===== config.mk =====
export PLATFORM = sky130hd
export DESIGN_NAME = sfd_ctrl
export DESIGN_NICKNAME = d
export VERILOG_FILES = /design/src/sfd_pkg.sv /design/src/sfd_ctrl.sv
export SDC_FILE = /design/constraint.sdc
export NUM_CORES = 1
export LEC_CHECK = 0
export ABC_AREA = 1
export BUFFER_PORTS_ARGS = -buffer_cell sky130_fd_sc_hd__buf_4
export CAP_MARGIN = 10
export CORE_MARGIN = 3
export CORE_UTILIZATION = 30
export CTS_BUF_LIST = sky130_fd_sc_hd__clkbuf_2 sky130_fd_sc_hd__clkbuf_4 sky130_fd_sc_hd__clkbuf_8
export DETAILED_ROUTE_END_ITERATION = 6
export GPL_ROUTABILITY_DRIVEN = 0
export MAX_ROUTING_LAYER = met4
export SETUP_SLACK_MARGIN = 0.5
export SLEW_MARGIN = 20
export SYNTH_ARGS = -nofsm -noshare
export SYNTH_HDL_FRONTEND = slang
export SYNTH_SLANG_ARGS = --single-unit

===== constraint.sdc =====
create_clock -name clk_i -period 1.51 [get_ports clk_i]
set_clock_uncertainty 0.05 [all_clocks]
set_input_delay 0.2265 -clock clk_i [delete_from_list [all_inputs] [get_ports clk_i]]
set_output_delay 0.2265 -clock clk_i [all_outputs]
set_load 0.05 [all_outputs]

===== src/sfd_pkg.sv =====
// shared types and constants for the stereo feedback delay
`timescale 1ns / 1ps

package sfd_pkg;

  localparam int SAMPLE_W   = 16;
  localparam int DELAY_W    = 17;
  localparam int GAIN_W     = 16;
  localparam int CFG_IDX_W  = 3;
  localparam int CFG_DATA_W = 17;

  typedef enum logic [CFG_IDX_W-1:0] {
    CFG_LEFT_DELAY     = 3'd0,
    CFG_RIGHT_DELAY    = 3'd1,
    CFG_DELAY_LINK     = 3'd2,
    CFG_LEFT_FEEDBACK  = 3'd3,
    CFG_RIGHT_FEEDBACK = 3'd4,
    CFG_FEEDBACK_LINK  = 3'd5,
    CFG_WET_MIX        = 3'd6
  } cfg_idx_e;

  typedef enum logic [2:0] {
    OP_NONE  = 3'd0,
    OP_ADDR  = 3'd1,
    OP_READ  = 3'd2,
    OP_MULX  = 3'd3,
    OP_MULD  = 3'd4,
    OP_ROUND = 3'd5,
    OP_MULFB = 3'd6,
    OP_WRITE = 3'd7
  } dp_op_e;

  typedef struct packed {
    logic   load;
    dp_op_e op;
    logic   ch;
    logic   adv;
    logic   out_load;
  } dp_cmd_t;

endpackage


===== src/sfd_ctrl.sv =====
// sequencer that steps both channels of a frame through the shared datapath
`timescale 1ns / 1ps

module sfd_ctrl import sfd_pkg::*; (
  input  logic    clk_i,
  input  logic    rst_ni,
  input  logic    in_valid_i,
  output logic    in_ready_o,
  output logic    out_valid_o,
  input  logic    out_ready_i,
  output dp_cmd_t cmd_o
);

  typedef enum logic [8:0] {
    S_IDLE  = 9'b000000001,
    S_ADDR  = 9'b000000010,
    S_READ  = 9'b000000100,
    S_MULX  = 9'b000001000,
    S_MULD  = 9'b000010000,
    S_ROUND = 9'b000100000,
    S_MULFB = 9'b001000000,
    S_WRITE = 9'b010000000,
    S_OUT   = 9'b100000000
  } state_e;

  state_e state_q, state_d;
  logic   ch_q, ch_d;
  logic   out_valid_q, out_valid_d;

  always_comb begin
    state_d          = state_q;
    ch_d             = ch_q;
    out_valid_d      = out_valid_q;
    cmd_o.load       = 1'b0;
    cmd_o.op         = OP_NONE;
    cmd_o.ch         = ch_q;
    cmd_o.adv        = 1'b0;
    cmd_o.out_load   = 1'b0;
    if (out_valid_q && out_ready_i) begin
      out_valid_d = 1'b0;
    end
    case (state_q)
      S_IDLE: begin
        if (in_valid_i) begin
          cmd_o.load = 1'b1;
          ch_d       = 1'b0;
          state_d    = S_ADDR;
        end
      end
      S_ADDR: begin
        cmd_o.op = OP_ADDR;
        state_d  = S_READ;
      end
      S_READ: begin
        cmd_o.op = OP_READ;
        state_d  = S_MULX;
      end
      S_MULX: begin
        cmd_o.op = OP_MULX;
        state_d  = S_MULD;
      end
      S_MULD: begin
        cmd_o.op = OP_MULD;
        state_d  = S_ROUND;
      end
      S_ROUND: begin
        cmd_o.op = OP_ROUND;
        state_d  = S_MULFB;
      end
      S_MULFB: begin
        cmd_o.op = OP_MULFB;
        state_d  = S_WRITE;
      end
      S_WRITE: begin
        cmd_o.op = OP_WRITE;
        if (ch_q) begin
          cmd_o.adv = 1'b1;
          state_d   = S_OUT;
        end else begin
          ch_d    = 1'b1;
          state_d = S_ADDR;
        end
      end
      S_OUT: begin
        // wait until the output slot is free
        if (!out_valid_q || out_ready_i) begin
          cmd_o.out_load = 1'b1;
          out_valid_d    = 1'b1;
          state_d        = S_IDLE;
        end
      end
      default: begin
        state_d = S_IDLE;
      end
    endcase
  end

  always_ff @(posedge clk_i or negedge rst_ni) begin
    if (!rst_ni) begin
      state_q     <= S_IDLE;
      ch_q        <= 1'b0;
      out_valid_q <= 1'b0;
    end else begin
      state_q     <= state_d;
      ch_q        <= ch_d;
      out_valid_q <= out_valid_d;
    end
  end

  assign in_ready_o  = (state_q == S_IDLE);
  assign out_valid_o = out_valid_q;

  a_accept_starts_left: assert property (@(posedge clk_i) disable iff (!rst_ni)
    in_valid_i && in_ready_o |=> state_q == S_ADDR && !ch_q)
    else $error("accepted beat did not start the left channel");

  a_left_then_right: assert property (@(posedge clk_i) disable iff (!rst_ni)
    state_q == S_WRITE && !ch_q |=> state_q == S_ADDR && ch_q)
    else $error("right channel did not follow the left channel");

  a_result_from_out_state: assert property (@(posedge clk_i) disable iff (!rst_ni)
    $rose(out_valid_q) |-> $past(state_q) == S_OUT)
    else $error("result raised outside the output step");

  a_pending_result_holds: assert property (@(posedge clk_i) disable iff (!rst_ni)
    state_q == S_OUT && out_valid_q && !out_ready_i |=> state_q == S_OUT)
    else $error("new result loaded over a pending beat");

endmodule


==> reports/metrics.yaml, run 1 <==
clock_network:
  clkSinkCount: 11
  clockBufferDepth: 2
  cts_root_buf: "clkbuf_4"
  numCtsBuffers: 3
  clock_latency_ps: 270
  clk_pin_slew_ps: 80
  ctsHtreeMaxLevel: 1
  cts_tree: "done"
sta:
  holdWs_ps: 84.12
  finalSetupViolations: 7
  fin_ws_ps: -263.4
  min_period_ps: 1773
  slew_violations: 0
  max_freq_mhz: 563.9
  hold_violations: 0
  relSlewSlack_pct: 86.48
  fin_crit_sh_pct: 117.4
  rsz0062_at_grt: "true"
  worstMarginPinSlew_ps: 202.6
final_layout:
  final_cell_mix: "14 x buf_4, 13 x buf_6, 9 x nor2_4, 9 x nor2_1, 9 x dfrtp_1"
  fin_nets: 118
  seqCellArea_um2: 277.8
  drive_gt1_share_pct: 64.60
  stdcell_count: 140
  syn_to_final_growth_pct: 66.16
  antenna_cells: 0
  fillers: 200
  multi_input_area_um2: 400.4
  final_core_util_pct: 54.39
  final_common_cell: "buf_4"
job:
  cap_violations: 0
hold_path:
  min_path_type: "primary input to register"
  worstHoldStart: "out_ready_i"
  min_path_cells: 2
  hold_end: "out_valid_o$_DFF_PN0_"
status:
  violations: "setup timing"
  run_status: "finished, violations left"
global_routing:
  antenna_found_initial: 0
  grt_pass1_vias: 658
  grt_max_degree: 12
  grt-ovfl-total: 0
  grtUsageTotal_pct: 14.52
  grt_pass1_wl_mm: 2.918
synthesis:
  ys_types: 20
  yosys_warnings: 0
  syn-num-nets: 83
  syn_area_um2: 661.9
  synth_area_per_cell_um2: 8.378
  synth_seq_cells: 11
  ys_seq_area_share_pct: 41.78
  synth_cells: 79
critical_path:
  critPathCaptureType: "output port"
  cpMaxStageDelayCell: "dfstp_2"
  path_max_fanout: 4
  reg2reg_to: "state_q[7]$_DFFE_PN0P_"
  r2r_cells: 8
  worst-setup-path-type: "register to output port"
  cp.depth: 5
  r2r_start: "state_q[3]$_DFFE_PN0P_"
  critPathMaxStageDelay_ps: 560
  crit_chain: "inv_2, nor2_2, nand2_2, nor3_4, buf_6"
  critPathTopFamily: "flip-flops"
  path_buf_inv: 2
  worst_ep_arrival_time_ps: 1500
  cp-start-kind: "register"
  cp.required_ps: 1230
  reg2reg_slack_ps: 0
power_and_ir_drop:
  p_leak_nw: 0.5088
  power.total_mw: 1.639
  peakVddDrop_uv: 1623
  power.density_nw_per_um2: 1490
die:
  die-width_um: 52.97
  die-area_um2: 2806
  die_y_um: 52.97
  core_um2: 2022
  fp-row-count: 16
  initial_utilization_pct: 32.74
  io_pins: 13
routing:
  post_drt_wl_per_cell_um: 11.06
  first_pass_iters: 4
  drt_iter0_drc: 7
  wl_met1_um: 622
  route.met2.wl_um: 838
  drt-total-wl_mm: 1.549
  postRouteAntennaNets: 0
  vias: 639
  drc: 0
  wl_met3_um: 75
  top_layer_used: "met4"
  avgViaCountPerCell: 4.564
placement:
  place_inst: 123
  dp_hpwl_mm: 1.108
  io_buffers: 12
  place_ws_ps: -22.93
power by group:
group | switching [mW] | internal, mW | total, mW
registers | 0.0457 | 0.350 | 0.395
logic | 0.577 | 0.466 | 1.04
clock network | 0.103 | 0.0981 | 0.201
total | 0.726 | 0.914 | 1.64
cells by family (layout without fill, tap and decap cells):
| kind of cell | Yosys count | after routing | share of synthesized area, % |
|---|---|---|---|
| flops | 11 | 11 | 41.78 |
| simple gates | 45 | 45 | 42.34 |
| compound gates | 9 | 9 | 7.373 |
| buf+inv | 14 | 48 | 8.506 |
cells in the mapped netlist, drive strengths merged:
library cell / count / area, um2
a21oi: 5 / 28.78
o21ai: 4 / 20.02
inv: 13 / 48.79
nor3: 2 / 15.01
or2: 1 / 6.260
dfrtp: 10 / 250.2
buf: 1 / 7.510
dfstp: 1 / 26.28
nand2: 9 / 38.79
nor2: 24 / 140.1
nand3: 9 / 80.07
worst max path at each step:
stage	from	endpoint	slack, ps
after floorplan	state_q[4]$_DFFE_PN0P_	ch_q$_DFFE_PN0P_	10
after global placement	state_q[0]$_DFFE_PN1P_	cmd_o[3]	10
after detailed placement	state_q[7]$_DFFE_PN0P_	cmd_o[3]	-20
after CTS	state_q[0]$_DFFE_PN1P_	cmd_o[3]	-270
after global routing	state_q[4]$_DFFE_PN0P_	cmd_o[4]	-350
final	state_q[0]$_DFFE_PN1P_	cmd_o[6]	-260
registers in the layout, indices dropped and copies added, names as in the netlist:
register and flops:
state_q 9, ch_q 1, out_valid_o 1
final cells by class:
| cell class | count | area share [%] |
|---|---|---|
| multi-input cells | 54 | 36.41 |
| flip-flops and latches | 11 | 25.26 |
| inverters | 13 | 4.437 |
| well taps | 27 | 3.072 |
| clock buffers | 3 | 2.048 |
| repair buffers | 31 | 28.33 |
| clock inverters | 1 | 0.4551 |
layer usage:
metal / GRT usage (%) / vias to the layer above
li1: - / 316
met1: 17.62 / 309
met2: 24.17 / 12
met3: 4.225 / 2
met4: 2.553 / 0
met5: - / -
timing repair:
| item | in CTS | in global routing |
|---|---|---|
| setup buffers | 11 | 1 |
| hold buffers | 1 | 0 |
| endpoints found under the hold margin | 11 | 0 |
| setup endpoints to repair | 19 | 20 |
| resized for setup | 21 | 6 |
| pin swaps | 9 | 3 |
metrics by stage:
step | setup TNS, ps | instance area, um2
final | -1631 | 1100
after global routing | -2477 | 1100
after CTS | -1782 | 1076
after detailed placement | -22.93 | 875.8
after global placement | 0 | 875.8
after floorplan | 0 | 701.9
No activity file was read; power rests on OpenSTA's default activity.
==> run 2, diff against run 1 <==
--- a/config.mk
+++ b/config.mk
@@ -8,12 +8,14 @@
 export ABC_AREA = 1
 export BUFFER_PORTS_ARGS = -buffer_cell sky130_fd_sc_hd__buf_4
 export CAP_MARGIN = 10
-export CORE_MARGIN = 3
-export CORE_UTILIZATION = 30
+export CORE_AREA = 3 3 40 42
 export CTS_BUF_LIST = sky130_fd_sc_hd__clkbuf_2 sky130_fd_sc_hd__clkbuf_4 sky130_fd_sc_hd__clkbuf_8
+export CTS_CLUSTER_DIAMETER = 40
 export DETAILED_ROUTE_END_ITERATION = 6
+export DIE_AREA = 0 0 43 45
 export GPL_ROUTABILITY_DRIVEN = 0
 export MAX_ROUTING_LAYER = met4
+export PLACE_DENSITY = 0.73
 export SETUP_SLACK_MARGIN = 0.5
 export SLEW_MARGIN = 20
 export SYNTH_ARGS = -nofsm -noshare
==> run 2 against run 1 <==
  * First-iteration DRC count grew to 2.6 times the previous value
  * Largest power group unchanged
  * Setup slack worse by 130 ps
  * Combinational power rose by 13%
  * Hold slack got worse by 10 ps
  * Final area grew 6.1%
  * Global-route usage rose by 6.1 points
  * Maximum frequency decreased by 6.9%
  * Routed wire length up 61%
  * The flow still finishes with violations (setup timing)
  * Sequential share of layout area decreased by 1.5 points
  * Die area decreased by 31%
  * Via count is 11% higher
  * Clock-buffer cell count increased by 1
==> reports/metrics.yaml, run 2 (synthesized netlist as in run 1, its figures left out) <==
routing:
  vias: 707  # was 639
  drt-total-wl_mm: 2.488  # was 1.549 mm
  drt_iter0_drc: 18  # was 7
  postRouteAntennaNets: 0  # unchanged
  avgViaCountPerCell: 5.481  # was 4.564
  drc: 0  # unchanged
  post_drt_wl_per_cell_um: 19.29  # was 11.06 um
  first_pass_iters: 4  # unchanged
final_layout:
  final_cell_mix: "14 x buf_4, 13 x buf_6, 11 x nor2_4"  # was 14 x buf_4, 13 x buf_6, 9 x nor2_4, 9 x nor2_1, 9 x dfrtp_1
  largest_register: "state_q"  # unchanged
  antenna_cells: 0  # unchanged
  syn_to_final_growth_pct: 76.37  # was 66.16%
  largest_register_ffs: 9  # unchanged
  final_common_cell: "buf_4"  # unchanged
  drive_gt1_share_pct: 71.05  # was 64.60%
  fin_nets: 119  # was 118
clock_network:
  cts_root_buf: "clkbuf_4"  # unchanged
  clockBufferDepth: 2  # unchanged
  ctsHtreeMaxLevel: 1  # unchanged
  clkSinkCount: 11  # unchanged
  numCtsBuffers: 3  # unchanged
  clk_pin_slew_ps: 80  # about the same
  cts_tree: "done"  # unchanged
  clock_latency_ps: 280  # was 270 ps
die:
  die_y_um: 45  # was 52.97 um
  fp-row-count: 13  # was 16
  die-width_um: 43  # was 52.97 um
  die-area_um2: 1935  # was 2806 um2
  core_um2: 1285  # was 2022 um2
  initial_utilization_pct: 51.51  # was 32.74%
  io_pins: 13  # unchanged
global_routing:
  grt_max_degree: 12  # unchanged
  grt-ovfl-total: 0  # unchanged
  grt_pass1_wl_mm: 2.794  # was 2.918 mm
  grt_pass1_vias: 642  # was 658
  grtUsageTotal_pct: 20.63  # was 14.52%
  antenna_found_initial: 0  # unchanged
critical_path:
  critPathMaxStageDelay_ps: 420  # was 560 ps
  cp-start-kind: "register"  # unchanged
  crit_chain: "nor2_4, nand3_4, a21oi_2, nor2_2, inv_2, buf_8"  # was inv_2, nor2_2, nand2_2, nor3_4, buf_6
  worst-setup-path-type: "register to output port"  # unchanged
  path_max_fanout: 7  # was 4
  path_buf_inv: 2  # unchanged
  critPathCaptureType: "output port"  # unchanged
  cpMaxStageDelayCell: "dfrtp_1"  # was dfstp_2
  critPathTopFamily: "simple AND/OR/NAND/NOR gates"  # was flip-flops
  cp.required_ps: 1230  # about the same
  worst_ep_arrival_time_ps: 1630  # was 1500 ps
sta:
  min_period_ps: 1905  # was 1773 ps
  worstMarginPinSlew_ps: 218.2  # was 202.6 ps
  fin_ws_ps: -395.4  # was -263.4 ps
  rsz0062_at_grt: "true"  # unchanged
  hold_violations: 0  # unchanged
  relSlewSlack_pct: 85.42  # was 86.48%
  slew_violations: 0  # unchanged
  finalSetupViolations: 9  # was 7
  max_freq_mhz: 524.8  # was 563.9 MHz
  fin_crit_sh_pct: 126.2  # was 117.4%
  fin_tns_setup_ps: -2297  # was -1631 ps
status:
  violations: "setup timing"  # unchanged
  run_status: "finished, violations left"  # unchanged
job:
  cap_violations: 0  # unchanged
power_and_ir_drop:
  peakVddDrop_uv: 1369  # was 1623 uV
  power.density_nw_per_um2: 1568  # was 1490 nW/um2
  p_leak_nw: 0.5311  # was 0.5088 nW
hold_path:
  min_path_type: "primary input to register"  # unchanged
placement:
  place_ws_ps: -28.02  # was -22.93 ps
  dp_hpwl_um: 992.8  # was 1.108 mm
  io_buffers: 12  # unchanged
[run 2: cell types whose count changed in the layout (fill, tap and decap cells not counted), sizes merged]
cell    before  now
clkinv       1    0
buf         30   31
clkbuf       3    4
[run 2: layout make-up]
class / instances / area [um2]
Clock buffer: 4 / 30.03
Fill cell: 54 / 117.6
Inverter: 13 / 51.30
Multi-Input combinational cell: 54 / 467.9
Sequential cell: 11 / 277.8
Tap cell: 15 / 18.77
Timing Repair Buffer: 32 / 321.6
[run 2: final timing paths]
path                                        start                     end  slack (ps)  cells past startpoint
max in group asynchronous                  rst_ni  state_q[0]$_DFFE_PN1P_         900                      2
max                        state_q[4]$_DFFE_PN0P_                cmd_o[4]        -400                      6
min                                   out_ready_i   out_valid_o$_DFF_PN0_          70                      2
min in group asynchronous                  rst_ni  state_q[5]$_DFFE_PN0P_         270                      2
max reg2reg                state_q[4]$_DFFE_PN0P_  state_q[2]$_DFFE_PN0P_         -10                      7
min reg2reg                 out_valid_o$_DFF_PN0_   out_valid_o$_DFF_PN0_         530                      2
[run 2: layer usage]
metal  up-vias  GRT usage [%]  part of all wire [%]
met4         0          9.036                   3.3
met1       340          24.12                    37
met2        35          35.03                    54
li1        318              -                     -
met3        14          3.586                   5.4
met5         -              -                     0
[run 2: per-stage QoR]
stage / utilization, % / hold WS (ps) / power (mW) / cell area (um2) / std cells
finish: 90.85 / 74.08 / 1.830 / 1167 / 129
global route: 90.85 / 72.68 / 1.883 / 1167 / 129
CTS: 78.29 / 106.7 / 1.454 / 1006 / 123
detailed placement: 63.68 / 21.46 / 1.108 / 818.3 / 107
global placement: 63.68 / 19.01 / 1.107 / 818.3 / 107
floorplan: - / -119.1 / 0.9677 / 701.9 / 79
[run 2: repair_timing]
action | CTS | global route
hold buffers | 1 | 0
pin swaps | 7 | 12
buffers inserted | 11 | 6
endpoints found under the setup margin | 18 | 20
resized for setup | 18 | 29
gates cloned | 0 | 0
hold endpoints to repair | 11 | 0
[run 2: where the power goes]
group | switching [mW] | internal [mW]
Sequential | 0.0584 | 0.350
Combinational | 0.725 | 0.460
Clock | 0.117 | 0.120
Total | 0.901 | 0.930
==> run 3, diff against run 2 <==
--- a/config.mk
+++ b/config.mk
@@ -8,14 +8,13 @@
 export ABC_AREA = 1
 export BUFFER_PORTS_ARGS = -buffer_cell sky130_fd_sc_hd__buf_4
 export CAP_MARGIN = 10
-export CORE_AREA = 3 3 40 42
-export CTS_BUF_LIST = sky130_fd_sc_hd__clkbuf_2 sky130_fd_sc_hd__clkbuf_4 sky130_fd_sc_hd__clkbuf_8
+export CORE_MARGIN = 3
+export CORE_UTILIZATION = 51
 export CTS_CLUSTER_DIAMETER = 40
 export DETAILED_ROUTE_END_ITERATION = 6
-export DIE_AREA = 0 0 43 45
 export GPL_ROUTABILITY_DRIVEN = 0
 export MAX_ROUTING_LAYER = met4
-export PLACE_DENSITY = 0.73
+export PLACE_DENSITY = 0.75
 export SETUP_SLACK_MARGIN = 0.5
 export SLEW_MARGIN = 20
 export SYNTH_ARGS = -nofsm -noshare
==> run 3 against run 2 <==
  * The flow now stops in 5_1_grt
  * Synthesized area stayed put
  * Synthesized cell count stayed put
==> reports/metrics.yaml, run 3 <==
die:
  die_y_um: 42.03  # was 45 um
  fp-row-count: 12  # was 13
  initial_utilization_pct: 57.25  # was 51.51%
  io_pins: 13  # unchanged
  die-width_um: 42.03  # was 43 um
synthesis:
  ys_seq_area_share_pct: 41.78  # unchanged
  ys_types: 20  # unchanged
  synth_area_per_cell_um2: 8.378  # unchanged
  syn-num-nets: 83  # unchanged
  async_reset_ff_share_pct: 100.0  # unchanged
  synth_ff_type: "dfrtp_1"  # unchanged
  yosys_warnings: 0  # unchanged
  synth_cells: 79  # unchanged
  synth_edf_count: 0  # unchanged
  ys_top_cells_by_area: "dfrtp_1 38%, nor2_4 8.5%, nor2_1 7.9%"  # unchanged
  synth_top_area_share_pct: 37.81  # unchanged
  synth_seq_cells: 11  # unchanged
  yosys-top-cells-count: "14 x nor2_1, 10 x dfrtp_1, 9 x inv_1"  # unchanged
  syn_area_um2: 661.9  # unchanged
  synth_most_common_cell: "nor2_1"  # unchanged
  yosys.area.top_type: "dfrtp_1"  # unchanged
status:
  stop_error: "[ERROR DPL-0038] Utilization greater than 100%, impossible to legalize"
  haltStage: "5_1_grt"
  run_status: "stopped before the end"  # was finished, violations left
sta:
  worstEndpointType: "output port"
  crit_endpoint: "cmd_o[3]"
clock_network:
  clkSinkCount: 11  # unchanged
  clockBufferDepth: 2  # unchanged
  cts_root_buf: "clkbuf_4"  # unchanged
  numCtsBuffers: 3  # unchanged
  ctsHtreeMaxLevel: 1  # unchanged
placement:
  place_ws_ps: -10.90  # was -28.02 ps
  dp_hpwl_mm: 1.060  # was 992.8 um
  io_buffers: 12  # unchanged
global_routing:
  grt_max_degree: 12
==> run 3: cell counts after synthesis <==
Identical to the previous run, type by type.
==> run 3: cell families after synthesis <==
family / Yosys count / share of synthesized area [%]
compound gates: 9 / 7.373
simple gates: 45 / 42.34
buf+inv: 14 / 8.506
flops: 11 / 41.78
==> run 3: stage by stage <==
stage	utilization, %	cells	TNS, ps	instance area [um2]	hold slack [ps]
CTS	90.26	125	-1728	1044	123.8
detailed placement	71.32	107	-11.15	824.5	18.44
global placement	71.32	107	-5.711	824.5	17.08
floorplan	-	79	0	701.9	-119.1
==> run 3: timing repair <==
item,in CTS
pin swaps,5
setup buffers,13
endpoints found under the hold margin,11
hold buffers,1
resized for setup,22
endpoints found under the setup margin,20
==> run 4, diff against run 3 <==
--- a/config.mk
+++ b/config.mk
@@ -8,14 +8,11 @@
 export ABC_AREA = 1
 export BUFFER_PORTS_ARGS = -buffer_cell sky130_fd_sc_hd__buf_4
 export CAP_MARGIN = 10
-export CORE_MARGIN = 3
-export CORE_UTILIZATION = 51
-export CTS_CLUSTER_DIAMETER = 40
+export CORE_AREA = 3 3 64 66
 export DETAILED_ROUTE_END_ITERATION = 6
+export DIE_AREA = 0 0 67 69
 export GPL_ROUTABILITY_DRIVEN = 0
-export MAX_ROUTING_LAYER = met4
-export PLACE_DENSITY = 0.75
-export SETUP_SLACK_MARGIN = 0.5
+export PLACE_DENSITY_LB_ADDON = 0.15
 export SLEW_MARGIN = 20
 export SYNTH_ARGS = -nofsm -noshare
 export SYNTH_HDL_FRONTEND = slang
==> run 4 against run 3 <==
  * The flow now finishes, with violations (setup timing)
==> reports/metrics.yaml, run 4 (synthesized netlist as in run 1, its figures left out) <==
status:
  run_status: "finished, violations left"  # was stopped before the end
  violations: "setup timing"
routing:
  avgViaCountPerCell: 3.750
  post_drt_wl_per_cell_um: 10.10
  vias: 585
  drt_iter0_drc: 10
  postRouteAntennaNets: 0
  drc: 0
  drt-total-wl_mm: 1.576
  first_pass_iters: 2
die:
  initial_utilization_pct: 18.22  # was 57.25%
  die-area_um2: 4623
  die_y_um: 69  # was 42.03 um
  core_um2: 3633
  io_pins: 13  # unchanged
  die-width_um: 67  # was 42.03 um
  fp-row-count: 22  # was 12
clock_network:
  ctsHtreeMaxLevel: 1  # unchanged
  clockBufferDepth: 2  # unchanged
  cts_tree: "done"
  numCtsBuffers: 3  # unchanged
  clock_latency_ps: 240
  cts_root_buf: "clkbuf_8"  # was clkbuf_4
  clk_pin_slew_ps: 50
  clkSinkCount: 11  # unchanged
placement:
  io_buffers: 12  # unchanged
  dp_hpwl_mm: 1.278  # was 1.060 mm
  place_ws_ps: -52.37  # was -10.90 ps
job:
  cap_violations: 0
critical_path:
  path_max_fanout: 6
  worst-setup-path-type: "register to output port"
  worst_ep_arrival_time_ps: 1480
  cp.required_ps: 1230
  cp-start-kind: "register"
  critPathCaptureType: "output port"
global_routing:
  antenna_found_initial: 0
  grtUsageTotal_pct: 8.181
  grt_pass1_vias: 623
  grt_pass1_wl_mm: 2.766
  grt_max_degree: 12
  grt-ovfl-total: 0
sta:
  fin_crit_sh_pct: 116.5
  finalSetupViolations: 8
  min_period_ps: 1759
  rsz0062_at_grt: "true"
  max_freq_mhz: 568.5
  fin_ws_ps: -249.0
  fin_tns_setup_ps: -1507
  slew_violations: 0
  relSlewSlack_pct: 85.73
  worstMarginPinSlew_ps: 213.6
  hold_violations: 0
power_and_ir_drop:
  p_leak_nw: 0.4803
  power.density_nw_per_um2: 1482
  peakVddDrop_uv: 490.7
final_layout:
  final_cell_mix: "18 x buf_4, 10 x nor2_1, 9 x inv_1, 9 x dfrtp_1, 8 x nor2_2"
  antenna_cells: 0
  fin_nets: 113
  fillers: 414
  syn_to_final_growth_pct: 59.55
  drive_gt1_share_pct: 58.33
  final_common_cell: "buf_4"
  largest_register_ffs: 9
  largest_register: "state_q"
hold_path:
  min_path_type: "primary input to register"
run 4: stage by stage:
step	cells	cell area (um2)	hold WS, ps	power, mW	utilization [%]
after detailed placement	145	872.1	26.23	1.146	24.00
after global routing	156	1056	170.4	1.679	29.06
final	156	1056	137.7	1.565	29.06
after CTS	155	1023	130.4	1.568	28.17
after global placement	145	872.1	28.25	1.162	24.00
after floorplan	79	676.9	-119.1	0.9486	-
run 4: metal layers:
layer	track usage [%]	up-vias	part of all wire, %
li1	-	310	-
met4	5.405	0	2.0
met3	2.280	2	4.0
met5	0	-	0
met1	10.38	265	45
met2	11.79	8	49
run 4: area by class of cell:
| cell class | instances | area (um2) | share of cell area, % |
|---|---|---|---|
| Inverter | 13 | 48.80 | 4.621 |
| Multi-Input combinational cell | 54 | 396.6 | 37.56 |
| Sequential cell | 11 | 277.8 | 26.30 |
| Clock buffer | 4 | 45.04 | 4.265 |
| Tap cell | 48 | 60.06 | 5.687 |
| Timing Repair Buffer | 26 | 227.7 | 21.56 |
run 4: path summary, 6_finish.rpt:
kind                                           to  slack (ps)  depth (start not counted)              startpoint
max                                      cmd_o[3]        -250                          6  state_q[4]$_DFFE_PN0P_
min                         out_valid_o$_DFF_PN0_         140                          2             out_ready_i
max reg2reg                state_q[0]$_DFFE_PN1P_         -10                          8  state_q[4]$_DFFE_PN0P_
min reg2reg                state_q[0]$_DFFE_PN1P_         450                          3  state_q[8]$_DFFE_PN0P_
max in group asynchronous  state_q[0]$_DFFE_PN1P_         870                          2                  rst_ni
min in group asynchronous  state_q[5]$_DFFE_PN0P_         310                          2                  rst_ni
run 4: critical path, cell delays in order (launching register included):
cell and delay [ps]:
dfrtp_1 410, nor2_4 230, nand3_4 180, nor2_4 150, nor3_2 50, o21ai_2 60, buf_6 170
run 4: power breakdown:
part | internal [mW] | switching, mW | total (mW)
clock | 0.186 | 0.112 | 0.298
sequential | 0.351 | 0.0481 | 0.399
combinational | 0.337 | 0.531 | 0.868
total | 0.873 | 0.691 | 1.56
run 4: what timing repair did:
action | CTS | global route
pin swaps | 7 | 8
hold buffers | 1 | 0
hold endpoints to repair | 11 | 0
resized for setup | 14 | 7
buffers inserted | 5 | 1
setup endpoints to repair | 7 | 8
